==> src/sv/sfe_pkg.sv <==
// Package of types, constants and lookup functions for the SPI master frame engine.
package sfe_pkg;

  localparam int QUEUE_DEPTH   = 16;
  localparam int RECEIVE_DEPTH = 4;
  localparam int QPTR_W  = $clog2(QUEUE_DEPTH);
  localparam int QFILL_W = $clog2(QUEUE_DEPTH + 1);
  localparam int RPTR_W  = (RECEIVE_DEPTH > 1) ? $clog2(RECEIVE_DEPTH) : 1;
  localparam int RFILL_W = $clog2(RECEIVE_DEPTH + 1);
  localparam int FRAME_W = 22;

  // Register indexes of the configuration port.
  localparam logic [1:0] REG_ATTR0    = 2'd0;
  localparam logic [1:0] REG_ATTR1    = 2'd1;
  localparam logic [1:0] REG_HALTED   = 2'd2;
  localparam logic [1:0] REG_CLOCK_ON = 2'd3;

  typedef enum logic [2:0] {
    OP_TICK     = 3'd0,
    OP_PUSH_TX  = 3'd1,
    OP_PUSH_WR  = 3'd2,
    OP_POP_RX   = 3'd3,
    OP_POP_WT   = 3'd4,
    OP_CLEAR    = 3'd5
  } op_e;

  typedef enum logic [2:0] {
    S_IDLE,
    S_CHECK,
    S_MUL1,
    S_MUL2,
    S_LOAD,
    S_RUN,
    S_FINISH
  } state_e;

  typedef struct packed {
    logic [31:0] attr_zero;
    logic [31:0] attr_one;
    logic        halted;
    logic        clock_on;
  } cfg_t;

  typedef struct packed {
    logic        accepted;
    logic [15:0] data_out;
    logic [15:0] command;
    logic [2:0]  flags;
    logic [15:0] transfer_count;
    logic [15:0] last_received;
    logic [4:0]  transmit_level;
  } res_t;

  // Prescaler values {2, 3, 5, 7}.
  function automatic logic [2:0] prescale_f(input logic [1:0] sel);
    logic [2:0] v;
    unique case (sel)
      2'd0: v = 3'd2;
      2'd1: v = 3'd3;
      2'd2: v = 3'd5;
      default: v = 3'd7;
    endcase
    return v;
  endfunction

  // Baud scaler values: 2, 4, 6, 8, then powers of two up to 32768.
  function automatic logic [15:0] scaler_f(input logic [3:0] sel);
    logic [15:0] v;
    if (sel == 4'd2) begin
      v = 16'd6;
    end else if (sel < 4'd2) begin
      v = 16'd2 << sel;
    end else begin
      v = 16'd1 << sel;
    end
    return v;
  endfunction

  function automatic logic [QPTR_W-1:0] qptr_inc(input logic [QPTR_W-1:0] p);
    return (p == QPTR_W'(QUEUE_DEPTH - 1)) ? '0 : p + QPTR_W'(1);
  endfunction

  function automatic logic [RPTR_W-1:0] rptr_inc(input logic [RPTR_W-1:0] p);
    return (p == RPTR_W'(RECEIVE_DEPTH - 1)) ? '0 : p + RPTR_W'(1);
  endfunction

endpackage

==> src/sv/sfe_regs.sv <==
// APB configuration registers of the SPI master frame engine.
module sfe_regs
  import sfe_pkg::*;
(
  input  logic        clk_i,
  input  logic        rst_ni,
  input  logic        psel,
  input  logic        penable,
  input  logic        pwrite,
  input  logic [3:0]  paddr,
  input  logic [31:0] pwdata,
  output logic [31:0] prdata,
  output logic        pready,
  output cfg_t        cfg_o
);

  cfg_t cfg_q;
  logic wr_en;

  assign pready = 1'b1;
  assign wr_en  = psel & penable & pwrite;
  assign cfg_o  = cfg_q;

  // Register writes on the access phase of a write transaction.
  always_ff @(posedge clk_i or negedge rst_ni) begin
    if (!rst_ni) begin
      cfg_q.attr_zero <= '0;
      cfg_q.attr_one  <= '0;
      cfg_q.halted    <= 1'b1;
      cfg_q.clock_on  <= 1'b0;
    end else if (wr_en) begin
      unique case (paddr[3:2])
        REG_ATTR0:    cfg_q.attr_zero <= pwdata;
        REG_ATTR1:    cfg_q.attr_one  <= pwdata;
        REG_HALTED:   cfg_q.halted    <= pwdata[0];
        default:      cfg_q.clock_on  <= pwdata[0];
      endcase
    end
  end

  // Read back.
  always_comb begin
    unique case (paddr[3:2])
      REG_ATTR0:  prdata = cfg_q.attr_zero;
      REG_ATTR1:  prdata = cfg_q.attr_one;
      REG_HALTED: prdata = {31'd0, cfg_q.halted};
      default:    prdata = {31'd0, cfg_q.clock_on};
    endcase
  end

endmodule

==> config.mk <==
export PLATFORM = sky130hd
export DESIGN_NAME = sfe_regs
export DESIGN_NICKNAME = d
export VERILOG_FILES = /design/src/sv/sfe_pkg.sv /design/src/sv/sfe_regs.sv
export SDC_FILE = /design/constraint.sdc
export NUM_CORES = 1
export LEC_CHECK = 0
export BUFFER_PORTS_ARGS = -buffer_cell sky130_fd_sc_hd__buf_2
export CAP_MARGIN = 20
export CELL_PAD_IN_SITES_DETAIL_PLACEMENT = 2
export CELL_PAD_IN_SITES_GLOBAL_PLACEMENT = 2
export CORE_MARGIN = 2
export CORE_UTILIZATION = 25
export CTS_CLUSTER_DIAMETER = 60
export DETAILED_ROUTE_END_ITERATION = 16
export PLACE_DENSITY_LB_ADDON = 0.2
export SYNTH_ARGS = -nofsm -noshare
export SYNTH_HDL_FRONTEND = slang
export SYNTH_SLANG_ARGS = --single-unit
==> constraint.sdc <==
create_clock -name clk_i -period 2.6 [get_ports clk_i]
set_input_delay 0.13 -clock clk_i [delete_from_list [all_inputs] [get_ports clk_i]]
set_output_delay 0.13 -clock clk_i [all_outputs]
set_load 0.01 [all_outputs]
## After elaboration in Yosys (flattened, before gate mapping)

Cells that the tools add are included.

- Register bits: 66
- Input bits: 41
- Output and inout port bits: 99
- Logic and storage cells: 16

- Equal/unequal tests: 2
- Muxes and demuxes: 1
- Bitwise logic cells: 3
- Reductions and logical operators: 6

Operators by type and width:

| kind | number |
|---|---|
| $pmux W32 S3 | 1 |
| $reduce_and A2 Y1 | 4 |
| $reduce_or A3 Y1 | 1 |
| $and A1 B1 Y1 | 2 |
| $eq A2 B1 Y1 const B | 1 |
| $eq A2 B2 Y1 const B | 1 |
| $logic_not A2 Y1 | 1 |
| $not A1 Y1 | 1 |

## Logic depth before layout (Yosys ltp)

Gate-level depths: netlist of run 1.

- Word-level depth: 4
- Depth in mapped cells: 6
- Gate-level depth less buffers: 3

## Least setup slack after synthesis of run 1

OpenSTA, ideal clock, no wires.

- Path type: input -> register
- From: input paddr[3]
- To: register cfg_q (netlist bit cfg_o[10])
- Setup time: 0.125 ns
- Arrival time: 1.219 ns
- Required time: 2.475 ns
- Setup slack: 1.256 ns
- Stages: 5
- Buffers on the path: 3
- Cell sequence: buf_2 or3_1 buf_2 buf_6 mux2_4

- Word-level cells in the longest chain between the ends: 2

RTL lines:

| what | line | source |
|---|---|---|
| from (decl) | sfe_regs.sv:10 | `input logic [3:0] paddr,` |
| $eq A2 B1 Y1 | sfe_regs.sv:32 | `unique case (paddr[3:2])` |
| $reduce_and A2 Y1 (no line) | - |  |
| to (decl) | sfe_regs.sv:17 | `cfg_t cfg_q;` |

No other way between the ends.
A chain may end at the register's enable or synchronous reset.

## Final worst setup path of run 1

- From: input paddr[2]
- To: output prdata[0]

- Word-level cells in the longest chain between the ends: 2
- Elaborated cells on any way between the ends: 4

RTL lines:

| what | line | source |
|---|---|---|
| $eq A2 B2 Y1, or another cell as far along | sfe_regs.sv:43 | `unique case (paddr[3:2])` |
| $pmux W32 S3 (*) | sfe_regs.sv:43 |  |
| to (decl) | sfe_regs.sv:12 | `output logic [31:0] prdata,` |

Mark *: on every way between the ends. The rest lies on a longest branch, timed or not.

==> metrics.txt, run 1 <==
largest net degree at the start of global routing=35; Crit Path Class=input pin to output pin; via count=2287; DPL Wire Length=6260 µm; vias in the first global route=2421; Sw Pwr=1080 µW; hold path start=pwdata[25]; Die Area=0.0133 mm²; multi-input combinational cell area=0.00135 mm²; WL met1=4000 µm; CP max stage cell=mux4_2; Sink Count=66; Longest Clk Path Bufs=2; syn_area_per_cell=14.2 µm²; Antenna Nets Post-Route=0; port buffer count=136; Worst path top cell family by delay=buffers and inverters; clock root buffer master=clkbuf_16; DRT Wirelength=8790 µm; die height=115 µm; hold path cells=2; met2 WL=4020 µm; WP buf/inv=3; R2R depth=1; flop-to-flop setup slack=1.81 ns; Period minus WS final=1.66 ns; WL/cell=16.6 µm; Syn Inst Count=219; slew margin rel.=0.476; first-pass GRT wire length=13900 µm; syn nets=260; CP most frequent cell=buf_2; reg2reg end=cfg_o[33]; Clock Power Share=0.310; Final Cycle Share=0.640; Tot GR Track Use=0.138; starting density of the core=0.257; final net count=399; startpoint types=input pin; final hold violations=0; Slowest Stage Delay on Critical Path=0.58 ns; DRT Pass-1 Iters=3; CP Depth=4; diodes inserted=0; met3 wire length=741 µm; Synth Register Bits=66; Pleak=0.00228 µW; post-synth design cell area=0.00310 mm²; Req. time, crit path=2.47 ns; Die Width=115 µm; crit-path cells=buf_2 > buf_4 > mux4_2 > buf_2; Iteration-0 DRC Markers=44; FF-to-FF Start=cfg_o[33]; Worst Path Arrival=1.53 ns; worst skew pair latency=0.32 ns; Int Pwr=2500 µW; Comb pwr share=0.280; CTS tree=done; Final Wtd Congestion=0.673; final setup TNS=0 ns; area delta synth->final=37.0%; Max IR drop VDD=264 µV; highest metal used=met4; Worst setup EP type=output pin; status=finished, final reports clean; register area=0.00165 mm²; boundary pin count=140; Fmax=601 MHz; # resized after CTS=0; setup-violating endpoint count in the final report=0; Max Slew Vio Count=0; post-synth cell types=18; TritonCTS Buffers=9; Seq/Total Area, Yosys=0.533; Reg clk slew, reported paths=0.05 ns; Maximum Capacitance Violations=0; Tightest Pin Transition=0.786 ns; Ys Warns=0; H-tree depth=3; aggregate global routing overflow=0; Cell Pwr Density=844 mW/mm²; pre-CTS WS=0.810 ns; Pwr Total=3590 µW; max reg flops=66; share of final-layout standard cells stronger than drive strength 1=0.622; Hold EP=cfg_o[59]; average via count per standard cell=4.32; Post-CTS Setup Repair Bufs=0; drc violations=0; Worst Skew=0 ns; switching share of power=0.302; CTS Hold Bufs=1; sequential share of power=0.410; Hold WC Path Type=input pin to register; highest net fanout along the worst path=33; Fill cells=1293; Row Count=40; RSZ-0062 raised after global routing=false; Final WS setup=0.936 ns; initial antenna violation count=0; core region area=0.0121 mm²
-- cells in the final DEF, fill, tap and decap left out, types with 2 or more instances in the layout --
| cell type | count |
|---|---|
| mux2_1 | 2 |
| clkbuf_16 | 9 |
| mux2_2 | 34 |
| nor2_1 | 33 |
| clkbuf_1 | 2 |
| buf_2 | 136 |
| clkbuf_8 | 2 |
| mux2i_1 | 31 |
| dfrtp_1 | 65 |
| mux2_4 | 30 |
| buf_4 | 6 |
-- final cells by class --
cell class,count,share of cell area
Tap cell,168,0.0495
Clock buffer,13,0.0613
Timing Repair Buffer,144,0.178
Sequential cell,66,0.389
Multi-Input combinational cell,136,0.318
Inverter,1,0.000884
Clock inverter,2,0.00295
-- power by group through the flow --
| stage | combinational (µW) | sequential (µW) | clock (µW) |
|---|---|---|---|
| floorplan | 457 | 1560 | 0 |
| global placement | 999 | 1480 | 0 |
| detailed placement | 1020 | 1490 | 0 |
| CTS | 1030 | 1480 | 1160 |
| global route | 1100 | 1520 | 1220 |
| finish | 1000 | 1470 | 1110 |
-- how the worst max path moves through the flow --
stage               startpoint        end  slack [ns]
floorplan             paddr[3]  cfg_o[10]        1.26
global placement        pwrite  cfg_o[13]        0.85
detailed placement        psel  cfg_o[13]        0.81
CTS                   paddr[2]  prdata[0]        0.90
global route          paddr[2]  prdata[0]        0.85
finish                paddr[2]  prdata[0]        0.94
-- per-layer routing --
layer / GRT usage / up-vias
met5: 0 / -
met4: 0.0289 / 0
met3: 0.0575 / 2
met2: 0.208 / 95
met1: 0.185 / 1155
li1: - / 1035
-- cell usage after synthesis --
master,instances,share of area
or3_1,1,0.0020
dfrtp_1,65,0.52
nand4_1,1,0.0020
mux4_2,1,0.0073
mux2_2,34,0.12
mux2i_1,31,0.10
clkbuf_1,3,0.0036
mux2_4,30,0.15
buf_4,2,0.0048
buf_6,3,0.011
nor3_2,1,0.0032
buf_2,8,0.013
mux2_1,2,0.0073
dfstp_2,1,0.0085
nor2_1,33,0.040
conb_1,1,0.0012
nand3_1,1,0.0016
inv_2,1,0.0012
-- through the flow --
step	instances	hold slack [ns]	util	instance area, µm²
after floorplan	219	-0.166	-	3100
after global placement	514	0.249	0.329	3960
after detailed placement	514	0.261	0.329	3960
after CTS	530	0.0328	0.352	4250
after global routing	530	0.0402	0.352	4250
final	530	0.0449	0.352	4250
-- kinds of logic after synthesis --
| kind of cell | count (synthesis) | share of synthesized area |
|---|---|---|
| muxes | 98 | 0.383 |
| DFF | 66 | 0.533 |
| and+or+nand+nor | 37 | 0.0488 |
| buffers and inverters | 17 | 0.0335 |
| other | 1 | 0.00121 |
Power figures use the tool's default switching activity.
==> run 2, diff against run 1 <==
clock period = 1.65 ns   (was 2.6 ns; I/O delays follow)
==> run 2 against run 1 <==
Against the previous run: first-iteration DRC count fell by 34%; worst setup slack got worse by 0.70 ns; critical path depth fell by 2; critical path type is now register to output pin; final area rose by 6.6%; cell count rose by 5.5%; highest routed layer unchanged; critical endpoint unchanged; non-clock buffer count rose by 28; via count rose by 4.8%; flip-flop and latch count did not move.
==> metrics.txt, run 2 (synthesis gave the netlist of run 1 again) <==
DRT Pass-1 Iters=4; starting density of the core=0.257; drc violations=0; Reg clk slew, reported paths=0.06 ns; max reg flops=66; initial antenna violation count=0; boundary pin count=140; crit-path cells=mux4_2 > buf_2; port buffer count=136; Cell Pwr Density=1250 mW/mm²; WP buf/inv=1; Req. time, crit path=1.57 ns; final hold violations=0; highest net fanout along the worst path=3; share of final-layout standard cells stronger than drive strength 1=0.581; WL/cell=16.4 µm; Final Cycle Share=0.859; aggregate global routing overflow=0; Die Width=115 µm; startpoint types=register; largest net degree at the start of global routing=67; DRT Wirelength=9150 µm; Final Non-Filler Cells=559; Max Slew Vio Count=0; Comb pwr share=0.289; TritonCTS Buffers=9; CTS tree=done; hold path start=pwdata[1]; FF-to-FF Start=cfg_o[44]; hold path cells=2; Slowest Stage Delay on Critical Path=0.46 ns; Longest Clk Path Bufs=2; Hold WC Path Type=input pin to register; switching share of power=0.303; worst skew pair latency=0.32 ns; Worst Path Arrival=1.34 ns; first-pass GRT wire length=14300 µm; diodes inserted=0; via count=2396; average via count per standard cell=4.29; final setup TNS=0 ns; Sink Count=66; Max IR drop VDD=401 µV; Maximum Capacitance Violations=0; die height=115 µm; Cells after DPL=516; core region area=0.0121 mm²; H-tree depth=3; Sw Pwr=1720 µW; clock root buffer master=clkbuf_16; Clock Power Share=0.302; Tot GR Track Use=0.142; Row Count=40; Iteration-0 DRC Markers=29; RSZ-0062 raised after global routing=false; most frequent cells in the layout=buf_2 (136), dfrtp_1 (65), mux2_2 (34), nor2_1 (33), mux2i_1 (31); Fmax=705 MHz; Die Area=0.0133 mm²; sequential share of power=0.409; Int Pwr=3950 µW; flop-to-flop setup slack=0.85 ns; final net count=427; Period minus WS final=1.42 ns; CP max stage cell=mux4_2; commonest non-fill, non-tap cell in the layout=buf_2; R2R depth=1; # resized after CTS=0; Fill cells=1289; multi-input combinational cell area=0.00135 mm²; area delta synth->final=46.0%; reg2reg end=cfg_o[44]; Final Wtd Congestion=0.672; Pleak=0.00240 µW; Worst setup EP type=output pin; register area=0.00165 mm²; Crit Path Class=register to output pin; Worst Skew=0 ns; Hold EP=cfg_o[3]; vias in the first global route=2538; setup-violating endpoint count in the final report=0; Worst path top cell family by delay=multiplexers; status=finished, final reports clean; Antenna Nets Post-Route=0; DPL Wire Length=6410 µm
-- run 2: layout make-up --
class	instances	area share
inverter	1	0.000829
sequential	66	0.365
timing repair buffer	172	0.231
clock buffer	13	0.0553
multi-input combinational	136	0.299
tap	168	0.0464
clock inverter	3	0.00332
-- run 2: worst max path at each step --
stage	start	endpoint	cells past startpoint	slack (ns)
finish	cfg_o[0]	prdata[0]	2	0.23
global route	cfg_o[0]	prdata[0]	2	0.19
CTS	cfg_o[0]	prdata[0]	2	0.20
detailed placement	pwrite	cfg_o[13]	5	0.09
global placement	pwrite	cfg_o[13]	5	0.14
floorplan	paddr[3]	cfg_o[10]	5	0.35
-- run 2: metal layers --
layer	part of all wire	vias up	global-route usage
met5	0	-	0
met4	0.0093	0	0.0434
met3	0.081	7	0.0554
met2	0.48	95	0.226
met1	0.43	1204	0.178
li1	-	1090	-
-- run 2: timing repair --
action / in CTS / in global routing
buffers inserted: 0 / 0
hold buffers: 27 / 0
hold endpoints to repair: 113 / 0
-- run 2: metrics by stage --
| stage | worst slack, ns | total power, µW | instance area (µm²) | utilization | hold WS [ns] |
|---|---|---|---|---|---|
| 3_3_place_gp | 0.143 | 3900 | 3990 | 0.331 | 0.138 |
| 4_1_cts | 0.201 | 5800 | 4530 | 0.375 | 0.000726 |
| 6_report | 0.232 | 5670 | 4530 | 0.375 | 0.0139 |
| 3_5_place_dp | 0.0861 | 3970 | 3990 | 0.331 | 0.136 |
| 2_1_floorplan | 0.354 | 3180 | 3100 | - | -0.213 |
| 5_1_grt | 0.189 | 6040 | 4530 | 0.375 | 0.00829 |
-- run 2: power by group through the flow --
stage / registers (µW) / logic (µW) / clock network [µW]
3_5_place_dp: 2350 / 1620 / 0
2_1_floorplan: 2460 / 721 / 0
6_report: 2320 / 1640 / 1720
3_3_place_gp: 2330 / 1570 / 0
4_1_cts: 2330 / 1670 / 1800
5_1_grt: 2390 / 1790 / 1860
==> run 3, diff against run 2 <==
ABC_AREA = 1   (was not set)
CAP_MARGIN = 10   (was 20)
CORE_UTILIZATION = 24   (was 25)
==> run 3 against run 2 <==
Against the previous run: core utilization fell by 0.052 points; area after synthesis decreased by 4.6%; power up 1.1%; clock power grew 28%; worst setup slack better by 0.17 ns; sequential power down 3%; critical endpoint unchanged; die area is 0.56% lower.
==> metrics.txt, run 3 <==
status=finished, final reports clean; Hold WC Path Type=input pin to register; highest metal used=met4; Post-synth top cells=nand2_1 (295), dfrtp_1 (65), buf_2 (12); Iteration-0 DRC Markers=84; H-tree depth=3; initial antenna violation count=0; largest area contributor in the netlist=dfrtp_1; largest net degree at the start of global routing=67; final setup TNS=0 ns; DPL Wire Length=7620 µm; syn nets=441; WL/cell=15.1 µm; Req. time, crit path=1.57 ns; Pwr Total=5730 µW; area delta synth->final=52.1%; RSZ-0062 raised after global routing=false; port buffer count=136; Die Width=115 µm; Seq/Total Area, Yosys=0.559; TritonCTS Buffers=9; max reg flops=66; EDFF count, synth=0; Reg clk slew, reported paths=0.06 ns; setup-violating endpoint count in the final report=0; Row Count=40; Antenna Nets Post-Route=0; Maximum Capacitance Violations=0; Fill cells=1408; Crit Path Class=register to output pin; Max IR drop VDD=385 µV; final net count=613; Cell Pwr Density=1270 mW/mm²; # resized after CTS=0; register area=0.00165 mm²; worst skew pair latency=0.32 ns; Worst Skew=0 ns; aggregate global routing overflow=0; Worst setup EP type=output pin; hold path cells=3; final hold violations=0; core region area=0.0120 mm²; Fmax=803 MHz; most frequent cells in the layout=nand2_1 (295), buf_2 (136), dfrtp_1 (65), dlygate4sd3_1 (31), buf_4 (12); proportion of netlist area held by the largest area contributor=0.550; DRT Pass-1 Iters=4; Tot GR Track Use=0.174; CTS tree=done; starting density of the core=0.246; met3 wire length=527 µm; Syn Inst Count=400; WL met1=4840 µm; Worst Path Arrival=1.16 ns; Synth area leaders=dfrtp_1 (55%), nand2_1 (37%), buf_2 (2.0%); first-pass GRT wire length=17900 µm; Die Area=0.0132 mm²; average via count per standard cell=4.41; post-synth design cell area=0.00296 mm²; startpoint types=register; Pleak=0.00268 µW; syn_area_per_cell=7.40 µm²; R2R depth=2; via count=3191; Synth Register Bits=66; diodes inserted=0; Post-synth top flop=dfrtp_1; met2 WL=5450 µm; Ys Warns=0; most frequent cell after synthesis=nand2_1; share of final-layout standard cells stronger than drive strength 1=0.298; boundary pin count=140; ys async rst share=1.00; highest net fanout along the worst path=3; drc violations=0; multi-input combinational cell area=0.00120 mm²; Period minus WS final=1.25 ns; Longest Clk Path Bufs=2; Final Wtd Congestion=0.718; Max Slew Vio Count=0; die height=115 µm; vias in the first global route=3530; DRT Wirelength=10900 µm; Final Cycle Share=0.755; Sink Count=66; commonest non-fill, non-tap cell in the layout=nand2_1; clock root buffer master=clkbuf_16; post-synth cell types=15
run 3: cell types whose count changed in the layout (fill, tap and decap cells not counted), moves of 4 or more:
cell,previous run,this run
mux2_2,34,0
mux2i_1,31,0
mux2_4,30,0
nand3_1,1,5
nor2_1,33,3
buf_4,7,12
dlygate4sd3_1,27,31
nand2_1,0,295
run 3: layout make-up:
| class | count | share of cell area |
|---|---|---|
| multi-input combinational | 311 | 0.268 |
| tap | 147 | 0.0409 |
| timing repair buffer | 180 | 0.245 |
| sequential | 66 | 0.367 |
| inverter | 4 | 0.00334 |
| clock inverter | 6 | 0.0256 |
| clock buffer | 10 | 0.0509 |
run 3: worst paths after layout:
path	start	end	slack, ns
min reg2reg	cfg_o[1]	cfg_o[1]	0.48
max	cfg_o[1]	prdata[0]	0.40
max reg2reg	cfg_o[1]	cfg_o[1]	0.94
min	pwdata[7]	cfg_o[9]	0.008
min in group asynchronous	rst_ni	cfg_o[40]	0.32
max in group asynchronous	rst_ni	cfg_o[1]	1.01
run 3: stage by stage:
step	instances	worst slack (ns)	instance area, µm²	hold WS [ns]	util
after floorplan	400	0.818	2960	-0.213	-
after global placement	677	0.401	3850	0.137	0.320
after detailed placement	677	0.404	3850	0.141	0.320
after CTS	724	0.385	4500	0.000454	0.375
after global routing	724	0.329	4500	0.0252	0.375
final	724	0.404	4500	0.00823	0.375
run 3: logic make-up after synthesis:
| family | synth area share |
|---|---|
| compound gates | 0.00169 |
| flops | 0.559 |
| simple gates | 0.399 |
| other cells | 0.00127 |
| buf+inv | 0.0393 |
run 3: critical path, cell delays in order (launching register included):
cell and delay [ns]:
dfstp_2 0.55, nand3_1 0.08, nand4_1 0.09, buf_2 0.13
run 3: where the power goes:
part	switching, µW	leakage, µW	internal, µW
combinational	737	0.00168	546
sequential	280	0.000836	1960
clock	733	0.000163	1480
total	1750	0.00268	3980
run 3: layer usage:
layer  up-vias  track usage
met5         -            0
met2        87        0.313
met4         0       0.0434
met1      1557        0.213
li1       1540            -
met3         7       0.0385
run 3: timing repair:
action / CTS / global route
buffers inserted: 0 / 0
hold endpoints to repair: 123 / 0
setup endpoints to repair: 0 / 0
hold buffers: 31 / 0
